`config.mk`:
```
export PLATFORM = sky130hd
export DESIGN_NAME = dedup_stack
export DESIGN_NICKNAME = d
export VERILOG_FILES = /design/src/sv/dstk_pkg.sv /design/src/sv/dedup_stack.sv /design/src/sv/dstk_ram.sv /design/src/sv/dstk_ctrl.sv
export SDC_FILE = /design/constraint.sdc
export NUM_CORES = 1
export LEC_CHECK = 0
export BUFFER_PORTS_ARGS = -buffer_cell sky130_fd_sc_hd__buf_4
export CORE_MARGIN = 3
export CORE_UTILIZATION = 26
export CTS_BUF_LIST = sky130_fd_sc_hd__clkbuf_8 sky130_fd_sc_hd__clkbuf_16
export DETAILED_ROUTE_END_ITERATION = 12
export PLACE_DENSITY_LB_ADDON = 0.12
export SLEW_MARGIN = 20
export SYNTH_ARGS = -nofsm -noshare
export SYNTH_HDL_FRONTEND = slang
export SYNTH_HIERARCHICAL = 1
export SYNTH_SLANG_ARGS = --single-unit
export TNS_END_PERCENT = 10
```
`constraint.sdc`:
```
create_clock -name clk -period 6.7 [get_ports clk]
set_input_delay 1.005 -clock clk [delete_from_list [all_inputs] [get_ports clk]]
set_output_delay 1.005 -clock clk [all_outputs]
set_load 0.005 [all_outputs]
```
`src/sv/dstk_pkg.sv`:
```
// Shared types for the duplicate-free stack: sequencer states, status codes
// and the result record passed from the sequencer to the top level.
// No dependencies.
`default_nettype none

package dstk_pkg;

    // Width of the fixed value and status fields on the ports.
    localparam int unsigned PORT_WIDTH   = 32;
    localparam int unsigned STATUS_WIDTH = 3;

    // Result status codes.
    typedef enum logic [STATUS_WIDTH-1:0] {
        STAT_OK          = 3'd0,
        STAT_DUP_DROPPED = 3'd1,
        STAT_DUP_MOVED   = 3'd2,
        STAT_POP_EMPTY   = 3'd3,
        STAT_FULL        = 3'd4
    } status_t;

    // Sequencer states.
    typedef enum logic [3:0] {
        S_IDLE,
        S_CHECK,
        S_SRCH_RD,
        S_SRCH_CMP,
        S_SHIFT_RD,
        S_SHIFT_WR,
        S_PUT,
        S_APPEND,
        S_POP_RD,
        S_POP_DONE
    } state_t;

    // One finished result.
    typedef struct packed {
        logic [PORT_WIDTH-1:0] popped;
        status_t               status;
        logic                  is_empty;
    } result_t;

endpackage

`default_nettype wire

```
`src/sv/dedup_stack.sv`:
```
// Top level of the duplicate-free stack: mode register, sequencer and the
// registered result ports.
// Depends on dstk_pkg and dstk_ctrl.
//
//  Channel   Handshake               Signals
//  -------   ---------------------   -----------------------------------
//  command   start & !busy           action, item_value
//  result    done (one cycle)        popped_value, status, is_empty
//  config    cfg_valid & cfg_ready   cfg_data (keep_newest)
//
// The sequencer reads and writes the entry RAM at most once per cycle and
// compares one entry per search step (S_SRCH_RD, S_SRCH_CMP) from slot 0 up.
// A pop reads the top entry; a pop on an empty stack needs no RAM access. A
// new value is appended after the search; a push onto a full stack ends there.
// A duplicate is dropped, or moved to the top as the entries above shift down.
// Reset clears the entry count and sets keep_newest; the RAM needs no clearing.
// The result receiver cannot stall; each result is shown for one cycle.
`default_nettype none

module dedup_stack #(
    parameter int unsigned DEPTH      = 16,
    parameter int unsigned ITEM_WIDTH = 32
) (
    input  wire logic                                         clk,
    input  wire logic                                         rst_n,
    input  wire logic                                         start,
    output logic                                              busy,
    input  wire logic                                         action,
    input  wire logic [dstk_pkg::PORT_WIDTH-1:0]              item_value,
    output logic                                              done,
    output logic      [dstk_pkg::PORT_WIDTH-1:0]              popped_value,
    output logic      [dstk_pkg::STATUS_WIDTH-1:0]            status,
    output logic                                              is_empty,
    input  wire logic                                         cfg_valid,
    output logic                                              cfg_ready,
    input  wire logic                                         cfg_data
);

    logic              keep_newest_reg;
    logic              done_reg;
    dstk_pkg::result_t res_reg;
    logic              fin_valid;
    dstk_pkg::result_t fin;

    assign cfg_ready = 1'b1;

    // Mode register.
    always_ff @(posedge clk or negedge rst_n)
    begin
        if (!rst_n)
        begin
            keep_newest_reg <= 1'b1;
        end
        else if (cfg_valid && cfg_ready)
        begin
            keep_newest_reg <= cfg_data;
        end
    end

    dstk_ctrl #(
        .DEPTH      (DEPTH),
        .ITEM_WIDTH (ITEM_WIDTH)
    ) u_ctrl (
        .clk         (clk),
        .rst_n       (rst_n),
        .start       (start),
        .action      (action),
        .item_value  (item_value),
        .keep_newest (keep_newest_reg),
        .busy        (busy),
        .fin_valid   (fin_valid),
        .fin         (fin)
    );

    // Result strobe.
    always_ff @(posedge clk or negedge rst_n)
    begin
        if (!rst_n)
        begin
            done_reg <= 1'b0;
        end
        else
        begin
            done_reg <= fin_valid;
        end
    end

    // Result payload, held until the next result.
    always_ff @(posedge clk)
    begin
        if (fin_valid)
        begin
            res_reg <= fin;
        end
    end

    assign done         = done_reg;
    assign popped_value = res_reg.popped;
    assign status       = res_reg.status;
    assign is_empty     = res_reg.is_empty;

endmodule

`default_nettype wire

```
`src/sv/dstk_ram.sv`:
```
// Generic single-write, single-read RAM with a registered read port.
// No dependencies.
`default_nettype none

module dstk_ram #(
    parameter int unsigned WIDTH = 32,
    parameter int unsigned DEPTH = 16
) (
    input  wire logic                                   clk,
    input  wire logic                                   we,
    input  wire logic [(DEPTH > 1 ? $clog2(DEPTH) : 1)-1:0] waddr,
    input  wire logic [WIDTH-1:0]                       wdata,
    input  wire logic                                   re,
    input  wire logic [(DEPTH > 1 ? $clog2(DEPTH) : 1)-1:0] raddr,
    output logic      [WIDTH-1:0]                       rdata
);

    logic [WIDTH-1:0] mem_reg [DEPTH];

    // Write port.
    always_ff @(posedge clk)
    begin
        if (we)
        begin
            mem_reg[waddr] <= wdata;
        end
    end

    // Registered read port.
    always_ff @(posedge clk)
    begin
        if (re)
        begin
            rdata <= mem_reg[raddr];
        end
    end

endmodule

`default_nettype wire

```
`src/sv/dstk_ctrl.sv`:
```
// Sequencer of the duplicate-free stack: searches, shifts, pushes and pops
// through one RAM port pair and one shared comparator.
// Depends on dstk_pkg and dstk_ram.
`default_nettype none

module dstk_ctrl #(
    parameter int unsigned DEPTH      = 16,
    parameter int unsigned ITEM_WIDTH = 32
) (
    input  wire logic                               clk,
    input  wire logic                               rst_n,
    input  wire logic                               start,
    input  wire logic                               action,
    input  wire logic [dstk_pkg::PORT_WIDTH-1:0]    item_value,
    input  wire logic                               keep_newest,
    output logic                                    busy,
    output logic                                    fin_valid,
    output dstk_pkg::result_t                       fin
);

    localparam int unsigned AW = (DEPTH > 1) ? $clog2(DEPTH) : 1;
    localparam int unsigned CW = $clog2(DEPTH + 1);

    dstk_pkg::state_t state_reg, state_next;
    logic [AW-1:0]         idx_reg, idx_next;
    logic [CW-1:0]         count_reg, count_next;
    logic                  act_reg, act_next;
    logic [ITEM_WIDTH-1:0] val_reg, val_next;

    // RAM port signals.
    logic                  ram_we;
    logic [AW-1:0]         ram_waddr;
    logic [ITEM_WIDTH-1:0] ram_wdata;
    logic                  ram_re;
    logic [AW-1:0]         ram_raddr;
    logic [ITEM_WIDTH-1:0] ram_rdata;

    // Shared compare and increment.
    logic          match;
    logic [CW-1:0] idx_inc;
    logic [AW-1:0] top_addr;
    logic          at_last;
    logic          is_full;

    assign match    = (ram_rdata == val_reg);
    assign idx_inc  = CW'(idx_reg) + CW'(1);
    assign top_addr = AW'(count_reg - CW'(1));
    assign at_last  = (idx_inc >= count_reg);
    assign is_full  = (count_reg == CW'(DEPTH));
    assign busy     = (state_reg != dstk_pkg::S_IDLE);

    dstk_ram #(
        .WIDTH (ITEM_WIDTH),
        .DEPTH (DEPTH)
    ) u_ram (
        .clk   (clk),
        .we    (ram_we),
        .waddr (ram_waddr),
        .wdata (ram_wdata),
        .re    (ram_re),
        .raddr (ram_raddr),
        .rdata (ram_rdata)
    );

    // Control registers.
    always_ff @(posedge clk or negedge rst_n)
    begin
        if (!rst_n)
        begin
            state_reg <= dstk_pkg::S_IDLE;
            count_reg <= '0;
        end
        else
        begin
            state_reg <= state_next;
            count_reg <= count_next;
        end
    end

    // Working registers of the current beat.
    always_ff @(posedge clk)
    begin
        idx_reg <= idx_next;
        act_reg <= act_next;
        val_reg <= val_next;
    end

    // Next state, index and count.
    always_comb
    begin
        state_next = state_reg;
        idx_next   = idx_reg;
        count_next = count_reg;
        act_next   = act_reg;
        val_next   = val_reg;
        unique case (state_reg)
            dstk_pkg::S_IDLE:
            begin
                if (start)
                begin
                    act_next   = action;
                    val_next   = ITEM_WIDTH'(item_value);
                    idx_next   = '0;
                    state_next = dstk_pkg::S_CHECK;
                end
            end
            dstk_pkg::S_CHECK:
            begin
                if (act_reg)
                begin
                    state_next = (count_reg == '0) ? dstk_pkg::S_IDLE : dstk_pkg::S_POP_RD;
                end
                else
                begin
                    state_next = (count_reg == '0) ? dstk_pkg::S_APPEND : dstk_pkg::S_SRCH_RD;
                end
            end
            dstk_pkg::S_SRCH_RD:
            begin
                state_next = dstk_pkg::S_SRCH_CMP;
            end
            dstk_pkg::S_SRCH_CMP:
            begin
                if (match)
                begin
                    state_next = keep_newest ? dstk_pkg::S_SHIFT_RD : dstk_pkg::S_IDLE;
                end
                else if (at_last)
                begin
                    state_next = is_full ? dstk_pkg::S_IDLE : dstk_pkg::S_APPEND;
                end
                else
                begin
                    idx_next   = AW'(idx_inc);
                    state_next = dstk_pkg::S_SRCH_RD;
                end
            end
            dstk_pkg::S_SHIFT_RD:
            begin
                state_next = at_last ? dstk_pkg::S_PUT : dstk_pkg::S_SHIFT_WR;
            end
            dstk_pkg::S_SHIFT_WR:
            begin
                idx_next   = AW'(idx_inc);
                state_next = dstk_pkg::S_SHIFT_RD;
            end
            dstk_pkg::S_PUT:
            begin
                state_next = dstk_pkg::S_IDLE;
            end
            dstk_pkg::S_APPEND:
            begin
                count_next = count_reg + CW'(1);
                state_next = dstk_pkg::S_IDLE;
            end
            dstk_pkg::S_POP_RD:
            begin
                count_next = count_reg - CW'(1);
                state_next = dstk_pkg::S_POP_DONE;
            end
            dstk_pkg::S_POP_DONE:
            begin
                state_next = dstk_pkg::S_IDLE;
            end
            default:
            begin
                state_next = dstk_pkg::S_IDLE;
            end
        endcase
    end

    // RAM accesses and finished results.
    always_comb
    begin
        ram_we       = 1'b0;
        ram_waddr    = idx_reg;
        ram_wdata    = ram_rdata;
        ram_re       = 1'b0;
        ram_raddr    = idx_reg;
        fin_valid    = 1'b0;
        fin.popped   = '0;
        fin.status   = dstk_pkg::STAT_OK;
        fin.is_empty = (count_next == '0);
        unique case (state_reg)
            dstk_pkg::S_CHECK:
            begin
                if (act_reg && (count_reg == '0))
                begin
                    fin_valid  = 1'b1;
                    fin.status = dstk_pkg::STAT_POP_EMPTY;
                end
            end
            dstk_pkg::S_SRCH_RD:
            begin
                ram_re = 1'b1;
            end
            dstk_pkg::S_SRCH_CMP:
            begin
                if (match)
                begin
                    if (!keep_newest)
                    begin
                        fin_valid  = 1'b1;
                        fin.status = dstk_pkg::STAT_DUP_DROPPED;
                    end
                end
                else if (at_last && is_full)
                begin
                    fin_valid  = 1'b1;
                    fin.status = dstk_pkg::STAT_FULL;
                end
            end
            dstk_pkg::S_SHIFT_RD:
            begin
                // Fetch the entry just above the gap.
                if (!at_last)
                begin
                    ram_re    = 1'b1;
                    ram_raddr = AW'(idx_inc);
                end
            end
            dstk_pkg::S_SHIFT_WR:
            begin
                ram_we = 1'b1;
            end
            dstk_pkg::S_PUT:
            begin
                ram_we     = 1'b1;
                ram_waddr  = top_addr;
                ram_wdata  = val_reg;
                fin_valid  = 1'b1;
                fin.status = dstk_pkg::STAT_DUP_MOVED;
            end
            dstk_pkg::S_APPEND:
            begin
                ram_we    = 1'b1;
                ram_waddr = AW'(count_reg);
                ram_wdata = val_reg;
                fin_valid = 1'b1;
            end
            dstk_pkg::S_POP_RD:
            begin
                ram_re    = 1'b1;
                ram_raddr = top_addr;
            end
            dstk_pkg::S_POP_DONE:
            begin
                fin_valid  = 1'b1;
                fin.popped = dstk_pkg::PORT_WIDTH'(ram_rdata);
            end
            default:
            begin
                ram_we = 1'b0;
            end
        endcase
    end

endmodule

`default_nettype wire

```
==> summary.md, run 1 <==
| Metric | Value |
|---|---|
| Status | `finished clean` |
| Post-CTS setup buffers | `0` |
| Total CTS buffers | `74` |
| Final instance area | `0.02933 mm^2` |
| Final Setup Violations | `0` |
| Synth Area in Compound Gates | `0.03290` |
| Post-Synth Simple-Gate Area | `0.03570` |
| Relative slew slack | `0.2633` |
| Drt pass-1 iters | `5` |
| Antenna-violating nets left | `0` |
| Family with the most delay on the worst path | `compound AO/OA/AOI/OAI gates` |
| Fillers | `9007` |
| Post-DP Area | `0.02700 mm^2` |
| RSZ-0062 raised after global routing | `no` |
| Max reg flops | `512` |
| Placed Cells incl. Taps | `2504` |
| Startpoint Class | `flop` |
| #FFs+latches synth | `628` |
| Combinational share of power | `0.328` |
| XOR/XNOR Fraction of Synth Area | `0.01533` |
| CP Cell Sequence | `nand3_1 -> xor2_1 -> inv_1 -> ha_1 -> and3_1 -> o21ai_0 -> nand4_1 -> o22ai_1 -> a31o_4 -> buf_12 -> mux4_2 -> a22oi_1 -> nand2_1` |
| DR WL/cell | `26.91 um` |
| DP Wirelength | `39650 um` |
| Sequential-to-total area share from yosys stat | `0.7653` |
| IO Count | `77` |
| Syn_nets | `1241` |
| Initial core utilization | `0.2629` |
| Fin cells | `2638` |
| WS Path Type | `reg -> reg` |
| Root buffer cell | `clkbuf_16` |
| CP Max Fanout | `34` |
| Critical Path Max Stage Delay | `670 ps` |
| Mux cell area share after synthesis | `0.1326` |
| Via count | `12200` |
| GRT overflow | `0` |
| Pin count of the biggest net entering global routing | `42` |
| Largest family of logic cells by synthesized area | `multiplexers` |
| First-pass GRT wire length | `100600 um` |
| Int Pwr | `9.348 mW` |
| Setup crit end kind | `flop` |
| CORE AREA | `0.09347 mm^2` |
| Fmax | `0.2007 GHz` |
| Die H | `313.4 um` |
| Remaining DRCs | `0` |
| Psw | `4.747 mW` |
| Sequential Power Share | `0.402` |
| CTS clk-pin slew, worst paths | `60 ps` |
| Post-cts hold buffer count | `0` |
| Vias in the first global route | `12910` |
| # diodes | `0` |
| IR drop worst, VDD | `192.7 uV` |
| Slowest-stage cell, CP | `a31o_4` |
| Vias/cell | `4.624` |
| Sw frac | `0.3368` |
| Min-Delay Path Class | `in -> async` |
| WP data arrival | `5330 ps` |
| Hold_ws | `234.8 ps` |
| # resized after CTS | `0` |
| Max-cap violations | `0` |
| Most common cell after layout, fill and taps aside | `edfxtp_1` |
| Final Slew Violations | `0` |
| Layout cell share with drive strength beyond 1 | `0.2948` |
| Area of the die | `0.09822 mm^2` |
| Tightest Pin Transition | `1102 ps` |
| H-tree Lvls | `3` |
| CTS tree | `built` |
| Netlist cell types | `57` |
| Commonest non-fill, non-tap cells in the layout | `edfxtp_1, mux4_2, buf_4` |
| Clock power frac | `0.270` |
| Detailed-route wire length | `71000 um` |
| Mean Syn Cell Area | `20.58 um^2` |
| Max clock buf depth | `3` |
| Area delta synth->final | `19.38%` |
| Rows | `112` |
| Routability cong. | `0.7316` |
| Pwr Density | `480.6 mW/mm^2` |
| Main synth FF type | `edfxtp_1` |
| Final #Nets | `1374` |
| Share of flip-flops with an asynchronous set or reset | `0.01752` |
| Final setup TNS | `0 ps` |
| Layout Skew | `33.39 ps` |
| Antenna violations before repair | `1` |
| # port buffers | `75` |
| Min cycle time layout | `4983 ps` |
| Yosys synthesis warning count | `6` |
| Adder-cell share of the synthesized area | `0.004583` |
| Post-synth EDFFs | `617` |
| Worst path bufs/invs | `2` |
| Clk_lat worst skew | `620 ps` |
| Leakage | `9.467 nW` |
| Mapped Cells | `1194` |
| Tcrit/Tclk final | `0.7438` |
| Drt initial violations | `1044` |
| Global Route Usage Sum | `0.1455` |
| TritonCTS Sinks | `628` |
| Final hold vios | `0` |
| Power, Total | `14.10 mW` |
| DIE WIDTH | `313.4 um` |
| Synthesized cell area | `0.02457 mm^2` |
| Required time worst endpoint | `7050 ps` |
-- synth_stat cells, drive strengths merged (3+ instances only) --
cell	n	area (um^2)
a211oi	4	30.03
ha	9	112.6
mux2	33	375.4
nand4	3	18.77
and3	4	25.02
nand2b	9	56.30
inv	13	48.80
nor2b	4	25.02
and2	33	206.5
a22oi	66	495.5
clkbuf	27	101.4
mux4	128	2883
o21ai	10	50.05
xnor2	7	61.31
nand3	9	45.04
xor2	36	315.3
a21oi	10	50.05
buf	33	178.9
nor3	5	25.02
nor2	27	101.4
nand2	48	180.2
nand3b	3	22.52
nor4	9	56.30
edfxtp	617	18530
dfrtp	10	250.2
-- area by class of cell --
type | count | area (um^2) | share of cell area
multi-input cells | 493 | 5643 | 0.1924
flip-flops and latches | 628 | 18800 | 0.6411
repair buffers | 117 | 960.9 | 0.03276
clock inverters | 58 | 427.9 | 0.01459
inverters | 13 | 48.80 | 0.001664
clock buffers | 75 | 1877 | 0.06399
well taps | 1254 | 1569 | 0.05349
-- kinds of logic (layout without fill, tap and decap cells) --
| group | count (synthesis) | in the layout |
|---|---|---|
| other cells | 1 | 1 |
| simple gates | 168 | 168 |
| mux | 161 | 161 |
| compound gates | 111 | 111 |
| xor+xnor | 43 | 43 |
| flops | 628 | 628 |
| fa+ha+maj | 9 | 9 |
| buf+inv | 73 | 263 |
-- metrics by stage --
step | worst slack [ps] | utilization
floorplan | 1796 | -
global placement | 1772 | 0.2888
detailed placement | 1695 | 0.2888
CTS | 1692 | 0.3135
global route | 1210 | 0.3138
finish | 1717 | 0.3138
-- per-layer routing --
layer | vias up | routed length [um] | global-route usage
met2 | 299 | 32890 | 0.2257
met4 | 0 | 1320 | 0.03163
met1 | 6621 | 33590 | 0.2140
met3 | 81 | 3193 | 0.02551
met5 | - | 0 | 0
li1 | 5197 | - | -
-- power by group through the flow --
stage	Clock (mW)	Combinational, mW	Sequential [mW]
floorplan	0	3.10	5.62
global placement	0	4.73	5.75
detailed placement	0	4.74	5.74
CTS	3.93	4.75	5.67
global route	4.11	5.05	5.70
finish	3.81	4.62	5.66
-- path summary, 6_finish.rpt --
| check | startpoint | endpoint | slack, ps | cells after the start |
|---|---|---|---|---|
| setup / recovery | u_ctrl/idx_reg[2] | u_ctrl/u_ram/rdata[12] | 1720 | 13 |
| hold / removal | rst_n | u_ctrl/state_reg[2] | 230 | 1 |
| setup reg to reg | u_ctrl/idx_reg[2] | u_ctrl/u_ram/rdata[12] | 1720 | 13 |
| hold reg to reg | u_ctrl/count_reg[4] | u_ctrl/count_reg[4] | 580 | 1 |
| max in group asynchronous | rst_n | keep_newest_reg | 6230 | 1 |
| min in group clk | item_value[16] | u_ctrl/val_reg[16] | 560 | 1 |
No activity file was read; power rests on OpenSTA's default activity.
==> run 2: changes to the inputs <==
Clock period 6.7 ns to 4.1 ns, I/O delays scaled along.
==> run 2 against run 1 <==
Against the previous run:
- first-iteration DRC count decreased by 8.6%
- setup slack lost 1500 ps
- die area unchanged
- count of clock-buffer cells in the layout stayed put
- critical path depth did not move
- combinational power is 77% higher
- clock skew rose by 10 ps
- global-route usage decreased by 0.27 points
- critical path type unchanged
- largest cell class unchanged
- largest power group unchanged
==> summary.md, run 2 (synthesized netlist as in run 1, its figures left out) <==
| Metric | Value |
|---|---|
| Status | `finished clean (unchanged)` |
| CTS tree | `built (unchanged)` |
| Final #Nets | `1418 (was 1374)` |
| Hold_ws | `156.4 ps (was 234.8 ps)` |
| DIE WIDTH | `313.4 um (unchanged)` |
| TritonCTS Sinks | `628 (unchanged)` |
| Most common cell after layout, fill and taps aside | `edfxtp_1 (unchanged)` |
| WL met3 | `3508 um (was 3193 um)` |
| Leakage | `9.774 nW (was 9.467 nW)` |
| Tcrit/Tclk final | `0.9436 (was 0.7438)` |
| Layout Skew | `43.88 ps (was 33.39 ps)` |
| Required time worst endpoint | `4460 ps (was 7050 ps)` |
| IO Count | `77 (unchanged)` |
| DR WL met2 | `32180 um (was 32890 um)` |
| DP Wirelength | `41040 um (was 39650 um)` |
| Worst Setup SP | `u_ctrl/idx_reg[0] (was u_ctrl/idx_reg[2])` |
| Drt initial violations | `954 (was 1044)` |
| Die H | `313.4 um (unchanged)` |
| Area delta synth->final | `22.45% (was 19.38%)` |
| Fillers | `8952 (was 9007)` |
| Min cycle time layout | `3869 ps (was 4983 ps)` |
| H-tree Lvls | `3 (unchanged)` |
| Antenna violations before repair | `3 (was 1)` |
| Critical Path Max Stage Delay | `500 ps (was 670 ps)` |
| R2R Path End | `u_ctrl/u_ram/rdata[7] (was u_ctrl/u_ram/rdata[12])` |
| Max clock buf depth | `3 (unchanged)` |
| Placement Setup Slack | `92.08 ps (was 1695 ps)` |
| Detailed-route wire length | `69930 um (was 71000 um)` |
| Clk_lat worst skew | `630 ps (was 620 ps)` |
| Startpoint Class | `flop (unchanged)` |
| GRT overflow | `0 (unchanged)` |
| First-pass GRT wire length | `99670 um (was 100600 um)` |
| WP data arrival | `4230 ps (was 5330 ps)` |
| CP Cell Sequence | `ha_1 -> and3_1 -> ha_1 -> and4_1 -> a21oi_2 -> nand4_1 -> o22ai_1 -> a31o_4 -> buf_12 -> buf_12 -> mux4_2 -> a22oi_1 -> nand2_1 (was nand3_1 -> xor2_1 -> inv_1 -> ha_1 -> and3_1 -> o21ai_0 -> nand4_1 -> o22ai_1 -> a31o_4 -> buf_12 -> mux4_2 -> a22oi_1 -> nand2_1)` |
| WS Path Type | `reg -> reg (unchanged)` |
| CTS clk-pin slew, worst paths | `60 ps (about the same)` |
| CORE AREA | `0.09347 mm^2 (unchanged)` |
| Tightest Pin Transition | `1028 ps (was 1102 ps)` |
| Slowest-stage cell, CP | `mux4_2 (was a31o_4)` |
| Commonest non-fill, non-tap cells in the layout | `edfxtp_1, mux4_2, buf_4 (unchanged)` |
| DR WL/cell | `26.06 um (was 26.91 um)` |
| Pwr Density | `788.8 mW/mm^2 (was 480.6 mW/mm^2)` |
| Area of the die | `0.09822 mm^2 (unchanged)` |
| IR drop worst, VDD | `313.5 uV (was 192.7 uV)` |
| Worst R2R Start | `u_ctrl/idx_reg[0] (was u_ctrl/idx_reg[2])` |
| Root buffer cell | `clkbuf_16 (unchanged)` |
| Remaining DRCs | `0 (unchanged)` |
| Met1 wire length | `32880 um (was 33590 um)` |
| Layout cell share with drive strength beyond 1 | `0.3207 (was 0.2948)` |
| Rows | `112 (unchanged)` |
| Hold wc startpoint | `item_value[26]` |
| Max-cap violations | `0 (unchanged)` |
| WHS Endpoint | `u_ctrl/val_reg[26]` |
| Reg-to-reg slack, setup | `230 ps (was 1720 ps)` |
| Depth of the most critical reg-to-reg path | `13 (unchanged)` |
| Via count | `12280 (was 12200)` |
| Relative slew slack | `0.3132 (was 0.2633)` |
| Top sig layer | `met4 (unchanged)` |
| Final Worst Setup Slack | `231.2 ps (was 1717 ps)` |
| Vias in the first global route | `13020 (was 12910)` |
| Worst hold stages | `1` |
| Antenna-violating nets left | `0 (unchanged)` |
| Pin count of the biggest net entering global routing | `35 (was 42)` |
| CP Max Fanout | `21 (was 34)` |
| Min-Delay Path Class | `in -> reg (was in -> async)` |
| Routability cong. | `0.7653 (was 0.7316)` |
| Total CTS buffers | `74 (unchanged)` |
| Fmax | `0.2585 GHz (was 0.2007 GHz)` |
| Final Slew Violations | `0 (unchanged)` |
| # port buffers | `75 (unchanged)` |
| Drt pass-1 iters | `4 (was 5)` |
| Final Setup Violations | `0 (unchanged)` |
| Setup crit end kind | `flop (unchanged)` |
| Global Route Usage Sum | `0.1429 (was 0.1455)` |
| Final hold vios | `0 (unchanged)` |
| Initial core utilization | `0.2629 (unchanged)` |
| Max reg flops | `512 (unchanged)` |
| RSZ-0062 raised after global routing | `no (unchanged)` |
| Vias/cell | `4.577 (was 4.624)` |
| Final setup TNS | `0 ps (unchanged)` |
## run 2: changes by cell type in the layout (fill, tap and decap cells not counted), sizes merged
cell         delta
buf            +43
bufinv          +1
clkinv          +8
diode           +1
dlygate4sd3     +1
inv             -9
## run 2: timing repair
item,4_1_cts,5_1_grt
endpoints found under the setup margin,0,32
hold buffers,1,0
gates resized for setup,0,4
endpoints found under the hold margin,10,0
setup buffers,0,2
## run 2: power breakdown
group          switching (mW)  total, mW  internal [mW]
logic                    4.76       8.18           3.42
registers               0.437       9.20           8.77
clock network            2.68       6.34           3.67
## run 2: worst max path at each step
stage | cells after the start | endpoint | slack [ps]
after global routing | 13 | u_ctrl/u_ram/rdata[6] | 10
after floorplan | 7 | u_ctrl/u_ram/mem_reg[0][0] | -360
final | 13 | u_ctrl/u_ram/rdata[7] | 230
after CTS | 13 | u_ctrl/u_ram/rdata[6] | 120
after detailed placement | 13 | u_ctrl/u_ram/rdata[6] | 90
after global placement | 13 | u_ctrl/u_ram/rdata[6] | 160
## run 2: area by class of cell
type | instances | area [um^2] | share of cell area
clock buffer | 75 | 1877 | 0.06238
antenna | 1 | 2.502 | 0.00008318
multi-input combinational | 493 | 5654 | 0.1879
inverter | 13 | 48.80 | 0.001622
tap | 1254 | 1569 | 0.05215
timing repair buffer | 161 | 1657 | 0.05506
clock inverter | 58 | 473.0 | 0.01572
sequential | 628 | 18800 | 0.6250
## run 2: per-layer routing
| layer | track usage | vias to the layer above |
|---|---|---|
| met2 | 0.2226 | 299 |
| li1 | - | 5294 |
| met4 | 0.03301 | 0 |
| met1 | 0.2039 | 6590 |
| met5 | 0 | - |
| met3 | 0.03191 | 97 |
## run 2: stage by stage
step | utilization | total power, mW | cell area [um^2] | instances
6_report | 0.3219 | 23.73 | 30090 | 2683
3_5_place_dp | 0.2962 | 17.72 | 27690 | 2546
2_1_floorplan | - | 14.24 | 24580 | 1194
4_1_cts | 0.3215 | 24.20 | 30050 | 2680
3_3_place_gp | 0.2962 | 17.73 | 27690 | 2546
5_1_grt | 0.3218 | 25.05 | 30080 | 2682
## run 2: worst max-delay path: cells and delay by family (launching register included)
kind	cells	cell delay, ps
muxes	1	500
and+or+nand+nor	4	670
adders and majority gates	2	580
buffers and inverters	2	440
AOI/OAI and AO/OA	4	930
DFF	1	470
